[src/rtl/core/tcce_pkg.sv]
// Shared types and code constants for the text console character engine.
package tcce_pkg;

  typedef struct packed {
    logic        req_type;
    logic [7:0]  char_code;
    logic [12:0] cell_addr;
  } tcce_in_t;

  typedef struct packed {
    logic [5:0]  cursor_row;
    logic [6:0]  cursor_col;
    logic [12:0] cursor_pos;
    logic [31:0] cell_data;
    logic        did_scroll;
  } tcce_out_t;

  localparam logic REQ_DISPLAY = 1'b0;
  localparam logic REQ_READ    = 1'b1;

  localparam logic [7:0] CH_BS    = 8'h08;
  localparam logic [7:0] CH_TAB   = 8'h09;
  localparam logic [7:0] CH_LF    = 8'h0A;
  localparam logic [7:0] CH_FF    = 8'h0C;
  localparam logic [7:0] CH_CR    = 8'h0D;
  localparam logic [7:0] CH_SPACE = 8'h20;
  localparam logic [7:0] CH_UP    = 8'h90;
  localparam logic [7:0] CH_RIGHT = 8'h91;
  localparam logic [7:0] CH_DOWN  = 8'h92;
  localparam logic [7:0] CH_LEFT  = 8'h93;
  localparam logic [7:0] CH_HOME  = 8'h94;
  localparam logic [7:0] CH_DEL   = 8'h99;

  localparam logic [1:0] REG_NUM_COLS  = 2'd0;
  localparam logic [1:0] REG_NUM_ROWS  = 2'd1;
  localparam logic [1:0] REG_ATTRIBUTE = 2'd2;

endpackage

[src/rtl/core/tcce_seq.sv]
// Sequencer: cursor state, request decode and the copy and fill passes over the store.
module tcce_seq #(
  parameter int MAX_COLS = 128,
  parameter int MAX_ROWS = 64,
  localparam int DEPTH = MAX_COLS * MAX_ROWS,
  localparam int AW    = $clog2(DEPTH),
  localparam int LW    = AW + 1,
  localparam int CLW   = $clog2(MAX_COLS + 1),
  localparam int RLW   = $clog2(MAX_ROWS + 1),
  localparam int COLW  = $clog2(MAX_COLS),
  localparam int ROWW  = $clog2(MAX_ROWS)
) (
  input  logic                clk,
  input  logic                rst_n,
  input  logic                start,
  output logic                busy,
  input  tcce_pkg::tcce_in_t  in_data,
  output logic                out_strobe,
  output tcce_pkg::tcce_out_t out_data,
  input  logic [CLW-1:0]      cols,
  input  logic [RLW-1:0]      rows,
  input  logic [15:0]         attr,
  output logic                mem_we,
  output logic [AW-1:0]       mem_waddr,
  output logic [31:0]         mem_wdata,
  output logic [AW-1:0]       mem_raddr,
  input  logic [31:0]         mem_rdata
);
  import tcce_pkg::*;

  localparam logic [3:0] ST_CLR    = 4'd0;
  localparam logic [3:0] ST_IDLE   = 4'd1;
  localparam logic [3:0] ST_DECODE = 4'd2;
  localparam logic [3:0] ST_DELSET = 4'd3;
  localparam logic [3:0] ST_PUT    = 4'd4;
  localparam logic [3:0] ST_COPY   = 4'd5;
  localparam logic [3:0] ST_FILL   = 4'd6;
  localparam logic [3:0] ST_RDWAIT = 4'd7;
  localparam logic [3:0] ST_DONE   = 4'd8;

  logic [3:0]      state_r, state_nxt;
  logic [ROWW-1:0] row_r, row_nxt;
  logic [COLW-1:0] col_r, col_nxt;
  logic            out_strobe_r, out_strobe_nxt;
  logic            pend_r, pend_nxt;
  logic [AW-1:0]   fill_addr_r, fill_addr_nxt;

  tcce_in_t        req_r, req_nxt;
  tcce_out_t       out_r, out_nxt;
  logic [7:0]      code_r, code_nxt;
  logic [2:0]      put_rem_r, put_rem_nxt;
  logic            scroll_r, scroll_nxt;
  logic [31:0]     data_r, data_nxt;
  logic [AW-1:0]   dst_r, dst_nxt;
  logic [CLW-1:0]  off_r, off_nxt;
  logic [AW-1:0]   len_r, len_nxt;
  logic [AW-1:0]   n_r, n_nxt;
  logic [LW-1:0]   fill_left_r, fill_left_nxt;
  logic [AW-1:0]   pend_addr_r, pend_addr_nxt;

  logic [31:0]     base32;
  logic [AW-1:0]   pos;
  logic [AW-1:0]   scroll_len;
  logic [LW-1:0]   total;
  logic [COLW-1:0] cols_m1;
  logic [ROWW-1:0] rows_m1;
  logic            col_last;
  logic            row_last;
  logic            addr_ok;
  logic [31:0]     blank;

  assign base32     = 32'(row_r) * 32'(cols);
  assign pos        = AW'(base32 + 32'(col_r));
  assign scroll_len = AW'(32'(cols) * (32'(rows) - 32'd1));
  assign total      = LW'(32'(cols) * 32'(rows));
  assign cols_m1    = COLW'(32'(cols) - 32'd1);
  assign rows_m1    = ROWW'(32'(rows) - 32'd1);
  assign col_last   = (32'(col_r) + 32'd1) >= 32'(cols);
  assign row_last   = (32'(row_r) + 32'd1) >= 32'(rows);
  assign addr_ok    = 32'(req_r.cell_addr) < 32'(DEPTH);
  assign blank      = {attr, 8'h00, CH_SPACE};

  always_comb begin
    state_nxt      = state_r;
    row_nxt        = row_r;
    col_nxt        = col_r;
    out_strobe_nxt = 1'b0;
    pend_nxt       = 1'b0;
    fill_addr_nxt  = fill_addr_r;
    req_nxt        = req_r;
    out_nxt        = out_r;
    code_nxt       = code_r;
    put_rem_nxt    = put_rem_r;
    scroll_nxt     = scroll_r;
    data_nxt       = data_r;
    dst_nxt        = dst_r;
    off_nxt        = off_r;
    len_nxt        = len_r;
    n_nxt          = n_r;
    fill_left_nxt  = fill_left_r;
    pend_addr_nxt  = pend_addr_r;
    mem_we         = 1'b0;
    mem_waddr      = fill_addr_r;
    mem_wdata      = 32'd0;
    mem_raddr      = '0;

    case (state_r)
      ST_CLR: begin
        mem_we        = 1'b1;
        fill_addr_nxt = AW'(32'(fill_addr_r) + 32'd1);
        if (32'(fill_addr_r) == 32'(DEPTH - 1)) begin
          state_nxt = ST_IDLE;
        end
      end
      ST_IDLE: begin
        if (start) begin
          req_nxt     = in_data;
          scroll_nxt  = 1'b0;
          data_nxt    = 32'd0;
          put_rem_nxt = 3'd0;
          if (32'(col_r) >= 32'(cols)) begin
            col_nxt = cols_m1;
          end
          if (32'(row_r) >= 32'(rows)) begin
            row_nxt = rows_m1;
          end
          state_nxt = ST_DECODE;
        end
      end
      ST_DECODE: begin
        state_nxt = ST_DONE;
        if (req_r.req_type == REQ_READ) begin
          if (addr_ok) begin
            mem_raddr = AW'(32'(req_r.cell_addr));
          end
          state_nxt = ST_RDWAIT;
        end else begin
          case (req_r.char_code)
            CH_CR: begin
              col_nxt = '0;
            end
            CH_LF: begin
              if (!row_last) begin
                row_nxt = ROWW'(32'(row_r) + 32'd1);
              end else begin
                dst_nxt       = '0;
                off_nxt       = cols;
                len_nxt       = scroll_len;
                n_nxt         = '0;
                fill_addr_nxt = scroll_len;
                fill_left_nxt = LW'(cols);
                scroll_nxt    = 1'b1;
                state_nxt     = ST_COPY;
              end
            end
            CH_RIGHT: begin
              if (!col_last) begin
                col_nxt = COLW'(32'(col_r) + 32'd1);
              end
            end
            CH_UP: begin
              if (row_r != '0) begin
                row_nxt = ROWW'(32'(row_r) - 32'd1);
              end
            end
            CH_LEFT: begin
              if (col_r != '0) begin
                col_nxt = COLW'(32'(col_r) - 32'd1);
              end
            end
            CH_DOWN: begin
              if (!row_last) begin
                row_nxt = ROWW'(32'(row_r) + 32'd1);
              end
            end
            CH_HOME: begin
              if (col_r == '0) begin
                row_nxt = '0;
              end
              col_nxt = '0;
            end
            CH_DEL: begin
              state_nxt = ST_DELSET;
            end
            CH_BS: begin
              if (col_r != '0) begin
                col_nxt   = COLW'(32'(col_r) - 32'd1);
                state_nxt = ST_DELSET;
              end
            end
            CH_FF: begin
              row_nxt       = '0;
              col_nxt       = '0;
              len_nxt       = '0;
              n_nxt         = '0;
              fill_addr_nxt = '0;
              fill_left_nxt = total;
              state_nxt     = ST_FILL;
            end
            CH_TAB: begin
              code_nxt    = CH_SPACE;
              put_rem_nxt = 3'd4;
              state_nxt   = ST_PUT;
            end
            default: begin
              code_nxt    = req_r.char_code;
              put_rem_nxt = 3'd1;
              state_nxt   = ST_PUT;
            end
          endcase
        end
      end
      ST_DELSET: begin
        dst_nxt       = pos;
        off_nxt       = CLW'(1);
        len_nxt       = AW'(32'(cols) - 32'd1 - 32'(col_r));
        n_nxt         = '0;
        fill_addr_nxt = AW'(base32 + 32'(cols) - 32'd1);
        fill_left_nxt = LW'(1);
        state_nxt     = ST_COPY;
      end
      ST_PUT: begin
        mem_we      = 1'b1;
        mem_waddr   = pos;
        mem_wdata   = {attr, 8'h00, code_r};
        put_rem_nxt = put_rem_r - 3'd1;
        state_nxt   = (put_rem_r == 3'd1) ? ST_DONE : ST_PUT;
        if (!col_last) begin
          col_nxt = COLW'(32'(col_r) + 32'd1);
        end else begin
          col_nxt = '0;
          if (!row_last) begin
            row_nxt = ROWW'(32'(row_r) + 32'd1);
          end else begin
            dst_nxt       = '0;
            off_nxt       = cols;
            len_nxt       = scroll_len;
            n_nxt         = '0;
            fill_addr_nxt = scroll_len;
            fill_left_nxt = LW'(cols);
            scroll_nxt    = 1'b1;
            state_nxt     = ST_COPY;
          end
        end
      end
      ST_COPY: begin
        if (pend_r) begin
          mem_we    = 1'b1;
          mem_waddr = pend_addr_r;
          mem_wdata = mem_rdata;
        end
        mem_raddr = AW'(32'(dst_r) + 32'(n_r) + 32'(off_r));
        if (n_r < len_r) begin
          pend_nxt      = 1'b1;
          pend_addr_nxt = AW'(32'(dst_r) + 32'(n_r));
          n_nxt         = AW'(32'(n_r) + 32'd1);
        end else begin
          state_nxt = ST_FILL;
        end
      end
      ST_FILL: begin
        mem_we        = 1'b1;
        mem_waddr     = fill_addr_r;
        mem_wdata     = blank;
        fill_addr_nxt = AW'(32'(fill_addr_r) + 32'd1);
        fill_left_nxt = LW'(32'(fill_left_r) - 32'd1);
        if (32'(fill_left_r) == 32'd1) begin
          state_nxt = (put_rem_r != 3'd0) ? ST_PUT : ST_DONE;
        end
      end
      ST_RDWAIT: begin
        data_nxt  = addr_ok ? mem_rdata : 32'd0;
        state_nxt = ST_DONE;
      end
      ST_DONE: begin
        out_nxt.cursor_row = 6'(row_r);
        out_nxt.cursor_col = 7'(col_r);
        out_nxt.cursor_pos = 13'(pos);
        out_nxt.cell_data  = data_r;
        out_nxt.did_scroll = scroll_r;
        out_strobe_nxt     = 1'b1;
        state_nxt          = ST_IDLE;
      end
      default: begin
        state_nxt = ST_IDLE;
      end
    endcase
  end

  always_ff @(posedge clk) begin
    if (!rst_n) begin
      state_r      <= ST_CLR;
      row_r        <= '0;
      col_r        <= '0;
      out_strobe_r <= 1'b0;
      pend_r       <= 1'b0;
      fill_addr_r  <= '0;
    end else begin
      state_r      <= state_nxt;
      row_r        <= row_nxt;
      col_r        <= col_nxt;
      out_strobe_r <= out_strobe_nxt;
      pend_r       <= pend_nxt;
      fill_addr_r  <= fill_addr_nxt;
    end
  end

  always_ff @(posedge clk) begin
    req_r       <= req_nxt;
    out_r       <= out_nxt;
    code_r      <= code_nxt;
    put_rem_r   <= put_rem_nxt;
    scroll_r    <= scroll_nxt;
    data_r      <= data_nxt;
    dst_r       <= dst_nxt;
    off_r       <= off_nxt;
    len_r       <= len_nxt;
    n_r         <= n_nxt;
    fill_left_r <= fill_left_nxt;
    pend_addr_r <= pend_addr_nxt;
  end

  assign busy       = (state_r != ST_IDLE);
  assign out_strobe = out_strobe_r;
  assign out_data   = out_r;

endmodule

[config.mk]
export PLATFORM = sky130hd
export DESIGN_NAME = tcce_seq
export DESIGN_NICKNAME = d
export VERILOG_FILES = /design/src/rtl/core/tcce_pkg.sv /design/src/rtl/core/tcce_seq.sv
export SDC_FILE = /design/constraint.sdc
export NUM_CORES = 1
export LEC_CHECK = 0
export ABC_CLOCK_PERIOD_IN_PS = 7400
export BUFFER_PORTS_ARGS = -buffer_cell sky130_fd_sc_hd__clkbuf_2
export CAP_MARGIN = 0
export CORE_UTILIZATION = 50
export DETAILED_ROUTE_END_ITERATION = 10
export HOLD_SLACK_MARGIN = 0.05
export PLACE_DENSITY_LB_ADDON = 0.25
export SLEW_MARGIN = 30
export SYNTH_ARGS = -nofsm -noshare
export SYNTH_HDL_FRONTEND = slang
export SYNTH_SLANG_ARGS = --single-unit
[constraint.sdc]
create_clock -name clk -period 7.4 [get_ports clk]
set_input_delay 0.37 -clock clk [delete_from_list [all_inputs] [get_ports clk]]
set_output_delay 0.37 -clock clk [all_outputs]
set_load 0.02 [all_outputs]
==> qor.txt, run 1 <==
first-pass GRT wire length = 93.5 mm
proportion of power drawn by combinational gates = 25.4%
total CTS buffers = 28
WS Path Type = reg -> out
routed wire length = 59.6 mm
CTS tree = built
total power = 3.78 mW
Setup Fix Bufs, Post-CTS = 0
CP required = 7.03 ns
sequential power share = 37.1%
Worst-path clk slew = 0.06 ns
Synthesized Nets = 2,516
largest net degree at the start of global routing = 52
CP cell instances = and2_1 -> fa_1 -> inv_1 -> fa_1 -> fa_1 -> inv_1 -> ha_1 -> a21o_1 -> a211oi_1 -> nor2_1 -> o41ai_1 -> xnor2_1 -> ha_1 -> o2111ai_1 -> xor2_1 -> o221ai_1 -> clkbuf_2
CTS hold repair buffers = 22
FMAX = 162 MHz
complex-gate fraction of the synthesized area = 16.7%
die span in x = 201 um
# rows = 72
pwr/cell area = 167 nW/um^2
Worst VDD drop = 152 uV
static leakage = 10.1 nW
P_int = 2.63 mW
r2r endpoint = fill_addr_r[9]
average routed wire per standard cell = 20.7 um
outcome = finished, final reports clean
DPL Wire Length = 45.0 mm
antenna violations before repair = 0
Syn Area/Cell = 9.21 sq um
simple-gate share of the synthesized area = 15.4%
Die ar. = 40,400 sq um
flops & latches, synth = 231
synth warn = 0
worst reg2reg path startpoint = row_r[2]
layout overhead on the synthesized area = 14.0%
Max Cap Violations = 0
Post-DRT Antenna Nets = 0
fin crit share = 83.5%
clock tree root buffer cell = clkbuf_16
CP max FO = 19
critical path arrival = 5.81 ns
sequential share of the synthesized area = 33.5%
Core Region = 38,800 sq um
Vias/cell = 5.93
CTS Sinks = 231
Tmin final = 6.18 ns
First DRT Iteration DRCs = 1,661
hold crit path type = in -> reg
sw frac = 30.4%
Worst Setup Start Kind = flop
post-CTS resize count = 0
Worst Reg-to-Reg Cells = 19
worst skew pair latency = 0.58 ns
number of synthesized flops with an enable pin = 199
synth unique cells = 79
Initial Util = 50.9%
io pins = 208
PortBufs = 207
XOR/XNOR share of the synthesized area = 5.43%
Inserted Diodes = 0
crit path from = row_r[2]
Final nets = 2,707
Top cell by count, worst path = fa_1
Longest Clk Path Bufs = 3
gpl congestion = 0.920
Setup Skew = 0.0336 ns
crit path max-delay cell type = dfxtp_1
DR pass1 iterations = 6
mux cell area share after synthesis = 0.860%
largest family of logic cells by synthesized area = adder cells
Final Hold Fails = 0
reg2reg setup slack = 1.63 ns
Worst Setup EP = mem_waddr[12]
FFs w/ async S/R, synth = 0%
RSZ-0062 raised after global routing = no
die height = 201 um
# DRC = 0
share of layout cells above drive strength 1 = 13.5%
ys flop type = edfxtp_1
H-tree levels = 1
Setup TNS = 0 ns
Pins Over Slew Limit = 0
clock power share = 37.5%
Psw = 1.15 mW
Worst Setup End Kind = output port
adder-cell share of the synthesized area = 21.5%
delay of the slowest critical-path stage = 0.92 ns
GR Overflow Total = 0
via count = 17,081
vias in the first global route = 16,769
all-layer global routing usage = 29.4%
mapped cell area = 19,800 sq um
Mapped Cells = 2,148
slew margin rel. = 38.2%
pin slew with the least headroom to its limit = 0.921 ns
Setup-failing EPs final = 0
==> state kept, by name (all words and copies together), names as in the netlist, 7 cells and up <==
signal and count:
code_r 8, col_r 7, data_r 32, dst_r 13, fill_addr_r 13, fill_left_r 14, len_r 13, n_r 13
off_r 8, out_data 59, pend_addr_r 13, req_r 22
==> worst min path at each step <==
stage / from / end / slack [ns] / cells past startpoint
after floorplan: data_r[9] / out_data[10] / 0.40 / 0
after global placement: data_r[16] / out_data[17] / 0.40 / 0
after detailed placement: data_r[9] / out_data[10] / 0.40 / 0
after CTS: mem_rdata[24] / data_r[24] / 0.08 / 2
after global routing: mem_rdata[6] / data_r[6] / 0.09 / 2
final: mem_rdata[3] / data_r[3] / 0.1 / 2
==> metal layers <==
| metal | vias up | share of wire (%) | track usage [%] | wire length (um) |
|---|---|---|---|---|
| met3 | 134 | 7.7 | 3.80 | 4590 |
| met2 | 789 | 47 | 49.4 | 27900 |
| met4 | 0 | 3.1 | 8.89 | 1870 |
| met5 | - | 0 | 0 | 0 |
| met1 | 8272 | 42 | 39.5 | 25200 |
| li1 | 7886 | - | - | - |
==> cells in the final DEF (no fill, tap or decap), drive strengths merged, types with 9 or more instances in the layout <==
cell and n:
a211oi 15, a21boi 10, a21o 34, a21oi 108
a22o 28, a22oi 19, a31oi 15, and2 69
and3 17, buf 29, clkbuf 238, clkinv 17
dfxtp 32, dlygate4sd3 22, edfxtp 199, fa 99
ha 181, inv 250, mux2i 17, nand2 179
nand2b 20, nand3 45, nor2 221, nor2b 13
nor3 39, nor4 11, o211a 14, o211ai 17
o21a 10, o21ai 132, o22ai 21, o31ai 18
o41ai 9, or2 9, or3 11, xnor2 77
xor2 35
==> final cells by class <==
class	instances	area, sq um
Timing Repair Buffer	258	1470
Clock inverter	21	249
Inverter	252	946
Multi-Input combinational cell	1568	11900
Tap cell	518	648
Fill cell	3402	16300
Clock buffer	31	712
Sequential cell	231	6620
==> cells in the mapped netlist, drive strengths merged, types with 12 or more instances <==
library cell  instances  area (sq um)
a211oi               15           113
a21o                 34           255
a21oi               108           544
a22o                 28           245
a22oi                19           143
a31oi                15          93.8
and2                 69           432
and3                 17           106
buf                  12          58.8
clkbuf               85           319
dfxtp                32           641
edfxtp              199          5980
fa                   99          1980
ha                  181          2260
inv                 249           935
mux2i                17           170
nand2               179           677
nand2b               20           125
nand3                45           225
nor2                221           830
nor2b                13          81.3
nor3                 39           211
o211a                14           140
o211ai               17           128
o21ai               132           661
o22ai                21           131
o31ai                18           135
xnor2                77           674
xor2                 35           307
==> worst max-delay path: cells and delay by family, from the launching register on <==
kind / cells / cell delay (ns)
AOI/OAI and AO/OA: 5 / 1.07
adders and majority gates: 5 / 1.93
buffers and inverters: 3 / 0.31
DFF: 1 / 0.92
xor gates and xnor gates: 2 / 0.66
and+or+nand+nor: 2 / 0.35
==> logic make-up (layout without fill, tap and decap cells) <==
| logic type | count (synthesis) | after routing |
|---|---|---|
| buf+inv | 349 | 562 |
| xor+xnor | 116 | 116 |
| simple gates | 652 | 652 |
| mux | 17 | 17 |
| fa+ha+maj | 280 | 280 |
| flops | 231 | 231 |
| compound gates | 503 | 503 |
==> metrics by stage <==
| step | worst slack, ns | hold WS (ns) | util [%] | instances | area, sq um |
|---|---|---|---|---|---|
| final | 1.22 | 0.0956 | 58.1 | 2879 | 22500 |
| after CTS | 1.25 | 0.0763 | 58.0 | 2879 | 22500 |
| after global placement | 1.48 | 0.401 | 54.9 | 2805 | 21300 |
| after global routing | 0.953 | 0.0949 | 58.1 | 2879 | 22500 |
| after floorplan | 1.94 | 0.400 | - | 2148 | 19800 |
| after detailed placement | 1.35 | 0.405 | 54.9 | 2805 | 21300 |
==> power groups by stage <==
stage          Combinational, mW  Sequential [mW]  Clock (mW)
2_1_floorplan              0.682             1.43           0
3_3_place_gp               0.905             1.43           0
3_5_place_dp               0.929             1.43           0
4_1_cts                    0.948             1.40        1.43
5_1_grt                     1.08             1.40        1.48
6_report                   0.961             1.40        1.42
Note: power is estimated with default switching activity, not from simulation.
==> inputs of run 2 (changes only) <==
- ABC_CLOCK_PERIOD_IN_PS: 7400 -> 5200
- clock period: 7.4 -> 5.2 ns (I/O delays scaled with it)
==> run 2 against run 1 <==
Largest cell class unchanged. Global-route usage up 1.0 points. Sequential share of layout area down 1.6 points. Sequential power up 42%. Highest routed layer is now met5. Critical endpoint is now mem_waddr[7]. Count of clock-buffer cells in the layout up 4. Combinational power up 55%. Routed wire length up 4.9%.
==> qor.txt, run 2 (same netlist as run 1, synthesis figures left out) <==
most frequent cells in the layout = inv_1, clkbuf_2, nor2_1
Final nets = 2,823 (+4.3%)
CTS Sinks = 231 (unchanged)
largest net degree at the start of global routing = 45 (-13%)
die height = 201 um (unchanged)
# DRC = 0 (unchanged)
Tmin final = 5.12 ns
Worst Setup End Kind = output port
outcome = finished, final reports clean
CTS tree = built
WS Path Type = reg -> out
RSZ-0062 raised after global routing = yes
layout overhead on the synthesized area = 21.1%
die span in x = 201 um (unchanged)
Worst Setup Start Kind = flop
static leakage = 10.8 nW (+6.1%)
slew margin rel. = 33.3% (-4.8 points)
via count = 17,782 (+4.1%)
Finished Cell Area = 23,900 sq um (+6.2%)
all-layer global routing usage = 30.4% (+1.0 points)
Die ar. = 40,400 sq um (unchanged)
pwr/cell area = 236 nW/um^2 (+41%)
total CTS buffers = 28 (unchanged)
GR Overflow Total = 0 (unchanged)
DPL Wire Length = 46.5 mm (+3.5%)
critical path arrival = 4.86 ns (-0.95 ns)
pin slew with the least headroom to its limit = 0.995 ns (+0.0746 ns)
FMAX = 195 MHz
final core occ = 61.7% (+3.6 points)
max reg flops = 59 (unchanged)
fin crit share = 98.4%
DR pass1 iterations = 6 (unchanged)
Max Cap Violations = 0 (unchanged)
clock tree root buffer cell = clkbuf_16
Pins Over Slew Limit = 0 (unchanged)
# rows = 72 (unchanged)
H-tree levels = 1 (unchanged)
CP max FO = 6 (-13)
Initial Util = 50.9% (unchanged)
first-pass GRT wire length = 96.4 mm (+3.1%)
worst skew pair latency = 0.56 ns (-0.02 ns)
hold crit path type = in -> reg
Setup-failing EPs final = 0 (unchanged)
total power = 5.65 mW (+50%)
Longest Clk Path Bufs = 3 (unchanged)
Setup TNS = 0 ns (unchanged)
antenna violations before repair = 2 (+2)
CP required = 4.94 ns (-2.09 ns)
io pins = 208 (unchanged)
Fin Hold WS = 0.0925 ns (-0.00311 ns)
Placed Area = 21,900 sq um (+2.6%)
PortBufs = 207 (unchanged)
Vias/cell = 5.94 (about the same)
average routed wire per standard cell = 20.9 um (+0.78%)
gpl congestion = 0.946 (+2.9%)
routed wire length = 62.5 mm (+4.9%)
Final Hold Fails = 0 (unchanged)
Worst VDD drop = 213 uV (+40%)
Post-DRT Antenna Nets = 0 (unchanged)
# fillers = 3,243 (-4.7%)
Worst-path clk slew = 0.07 ns (about the same)
Core Region = 38,800 sq um (unchanged)
share of layout cells above drive strength 1 = 18.7% (+5.3 points)
Setup Skew = 0.0133 ns (-0.0203 ns)
vias in the first global route = 17,334 (+3.4%)
First DRT Iteration DRCs = 2,009 (+21%)
commonest non-fill, non-tap cell in the layout = inv_1
## run 2: cell types whose count changed in the layout (fill, tap and decap cells not counted), sizes merged
cell         previous run  this run
buf                    29       117
dlygate4sd3            22        53
clkinv                 17         7
inv                   250       254
bufinv                  4         6
clkbuf                238       239
diode                   0         1
## run 2: layer usage
| layer | up-vias | wire, um | part of all wire, % | track usage (%) |
|---|---|---|---|---|
| li1 | 8121 | - | - | - |
| met1 | 8689 | 25700 | 41 | 40.6 |
| met2 | 842 | 29500 | 47 | 51.3 |
| met3 | 128 | 5250 | 8.4 | 3.51 |
| met4 | 2 | 2060 | 3.3 | 10.1 |
| met5 | - | 19 | 0.030 | 0 |
## run 2: through the flow
stage | setup slack [ns] | std cells
after floorplan | 0.0217 | 2148
after global placement | -0.105 | 2876
after detailed placement | -0.195 | 2876
after CTS | -0.0735 | 2984
after global routing | -0.0832 | 2995
final | 0.0821 | 2996
## run 2: final cells by class
cell class / count / area, sq um / area share, %
antenna: 1 / 2.50 / 0.0104
clock buffer: 35 / 758 / 3.17
clock inverter: 17 / 254 / 1.06
inverter: 252 / 962 / 4.02
multi-input combinational: 1568 / 12200 / 51.1
sequential: 231 / 6630 / 27.7
tap: 518 / 648 / 2.71
timing repair buffer: 374 / 2460 / 10.3
## run 2: final timing paths
check	from	to	slack, ns	cells past startpoint
setup / recovery	row_r[1]	mem_waddr[7]	0.08	18
hold / removal	mem_rdata[12]	data_r[12]	0.09	2
setup reg to reg	row_r[1]	fill_addr_r[12]	0.23	22
hold reg to reg	data_r[4]	out_data[5]	0.42	0
## run 2: worst max-delay path: stages (launching register included)
cell and delay [ns]:
dfxtp_4 0.37, inv_8 0.09, buf_6 0.11, nor2_2 0.04, fa_1 0.59, ha_4 0.21
fa_2 0.57, buf_4 0.12, ha_4 0.19, a21oi_2 0.14, inv_1 0.07, a21oi_2 0.16
xnor2_2 0.10, buf_4 0.15, ha_4 0.16, o41ai_2 0.51, xnor2_1 0.27, o21ai_0 0.23
clkbuf_2 0.20
## run 2: timing repair
item                       in CTS  in global routing
setup endpoints to repair       7                 10
hold endpoints to repair       53                  0
setup buffers                   4                 13
hold buffers                   53                  0
resized for setup              34                 60
cloned                          0                  0
pin swaps                       9                 37
## run 2: power by group
| group | switching [mW] | internal [mW] | leakage, nW |
|---|---|---|---|
| clock | 0.838 | 1.34 | 0.490 |
| sequential | 0.00232 | 1.99 | 2.01 |
| combinational | 0.847 | 0.643 | 8.26 |
| total | 1.69 | 3.97 | 10.8 |
==> inputs of run 3 (changes only) <==
- BUFFER_PORTS_ARGS: -buffer_cell sky130_fd_sc_hd__clkbuf_2 -> -buffer_cell sky130_fd_sc_hd__buf_2
==> run 3 against run 2 <==
Largest power group is now registers. Core utilization down 0.44 points. Register-to-register slack worse by 0.08 ns. Non-clock buffer count down 5. Highest routed layer is now met4.
==> qor.txt, run 3 (same netlist as run 1, synthesis figures left out) <==
H-tree levels = 1 (unchanged)
crit path max-delay cell type = fa_1
CP max FO = 7 (+1)
largest net degree at the start of global routing = 36 (-20%)
Worst-path clk slew = 0.06 ns (about the same)
routed wire length = 60.6 mm (-3.0%)
CTS tree = built
max reg flops = 59 (unchanged)
hold crit path type = in -> reg
Final Hold Fails = 0 (unchanged)
antenna violations before repair = 0 (-2)
# DRC = 0 (unchanged)
Final nets = 2,817 (-0.21%)
RSZ-0062 raised after global routing = yes
share of layout cells above drive strength 1 = 18.4% (-0.29 points)
die height = 201 um (unchanged)
crit path buf inv count = 5 (-1)
WS Path Type = reg -> out
all-layer global routing usage = 29.4% (-1.0 points)
average routed wire per standard cell = 20.3 um (-2.6%)
Post-DRT Antenna Nets = 0 (unchanged)
most frequent cells in the layout = inv_1, nor2_1, buf_2
total power = 5.38 mW (-4.8%)
FMAX = 194 MHz (-0.70%)
cell family with most CP delay = adder cells
slew margin rel. = 33.9% (+0.52 points)
layout overhead on the synthesized area = 20.2%
die span in x = 201 um (unchanged)
Top cell by count, worst path = buf_6
GR Overflow Total = 0 (unchanged)
Fin Hold WS = 0.166 ns (+0.0736 ns)
commonest non-fill, non-tap cell in the layout = inv_1
worst skew pair latency = 0.56 ns (about the same)
fin crit share = 99.1% (+0.69 points)
Worst Setup Start Kind = flop
Setup Skew = 0.0242 ns (+0.0109 ns)
Initial Util = 50.9% (unchanged)
Tmin final = 5.15 ns (+0.0360 ns)
critical path arrival = 4.89 ns (+0.03 ns)
Worst Setup End Kind = output port
pin slew with the least headroom to its limit = 0.987 ns (-0.00782 ns)
io pins = 208 (unchanged)
delay of the slowest critical-path stage = 0.49 ns (-0.10 ns)
Pins Over Slew Limit = 0 (unchanged)
outcome = finished, final reports clean
CP required = 4.94 ns (about the same)
Longest Clk Path Bufs = 3 (unchanged)
Vias/cell = 5.85 (-1.4%)
Worst VDD drop = 210 uV (-1.2%)
Inserted Diodes = 0 (-1)
CP cell instances = buf_6 -> nand2_1 -> fa_1 -> inv_1 -> ha_1 -> fa_2 -> buf_4 -> fa_2 -> a21o_1 -> a211oi_2 -> nor2_2 -> o41ai_2 -> xnor2_1 -> ha_2 -> o2111ai_2 -> xor2_2 -> buf_6 -> o221ai_4 -> buf_6
final core occ = 61.2% (-0.44 points)
via count = 17,473 (-1.7%)
static leakage = 10.7 nW (-0.51%)
clock tree root buffer cell = clkbuf_16
reg2reg setup slack = 0.15 ns (-0.08 ns)
Core Region = 38,800 sq um (unchanged)
Max Cap Violations = 0 (unchanged)
PortBufs = 207 (unchanged)
gpl congestion = 0.943 (-0.33%)
total CTS buffers = 27 (-3.6%)
CTS Sinks = 231 (unchanged)
DPL Wire Length = 46.1 mm (-0.83%)
First DRT Iteration DRCs = 1,564 (-22%)
pwr/cell area = 226 nW/um^2 (-4.1%)
Setup-failing EPs final = 0 (unchanged)
Die ar. = 40,400 sq um (unchanged)
vias in the first global route = 17,060 (-1.6%)
first-pass GRT wire length = 93.8 mm (-2.7%)
DR pass1 iterations = 6 (unchanged)
# rows = 72 (unchanged)
==> run 3: cell types whose count changed in the layout (fill, tap and decap cells not counted), sizes merged <==
cell	before	now
diode	1	0
buf	117	315
clkbuf	239	29
clkinv	7	12
bufinv	6	4
inv	254	253
clkinvlp	2	1
dlygate4sd3	53	54
==> run 3: worst min-delay path, stage by stage <==
cell	delay, ns
buf_2	0.12
nand2_1	0.06
a21oi_1	0.09
nand3_1	0.09
a211oi_1	0.05
==> run 3: area by class of cell <==
class | instances | area [sq um]
Inverter | 252 | 960
Clock inverter | 18 | 208
Clock buffer | 29 | 683
Tap cell | 518 | 648
Fill cell | 3286 | 15100
Sequential cell | 231 | 6630
Multi-Input combinational cell | 1568 | 12200
Timing Repair Buffer | 369 | 2410
==> run 3: timing repair <==
| item | in CTS | in global routing |
|---|---|---|
| endpoints found under the setup margin | 7 | 9 |
| hold buffers | 54 | 0 |
| buffers inserted | 7 | 8 |
| pin swaps | 9 | 32 |
| resized for setup | 31 | 61 |
| hold endpoints to repair | 54 | 0 |
==> run 3: per-stage QoR <==
stage               std cells  setup slack [ns]  TNS [ns]  instance area [sq um]
floorplan                2148            0.0217         0                  19800
global placement         2873            -0.136    -0.224                  21900
detailed placement       2873            -0.198    -0.530                  21900
CTS                      2980            -0.122    -0.133                  23500
global route             2985            -0.151    -0.304                  23800
finish                   2985            0.0461         0                  23800
==> run 3: power breakdown <==
part           leakage, nW  internal, mW  switching (mW)
Clock                0.434          1.15           0.788
Sequential            2.01          1.99         0.00240
Combinational         8.26         0.644           0.816
==> run 3: layer usage <==
metal,share of wire (%),vias up,track usage [%]
li1,-,8108,-
met1,42,8482,39.8
met2,47,782,49.7
met3,7.6,101,2.81
met4,2.8,0,8.75
met5,0,-,0
==> run 3: final timing paths <==
kind                                        end  cells after the start  startpoint
worst max register to register  fill_addr_r[12]                     22    row_r[0]
worst min register to register     out_data[14]                      0  data_r[13]
worst max-delay path              mem_waddr[12]                     19    row_r[0]
worst min-delay path                 state_r[3]                      5       start
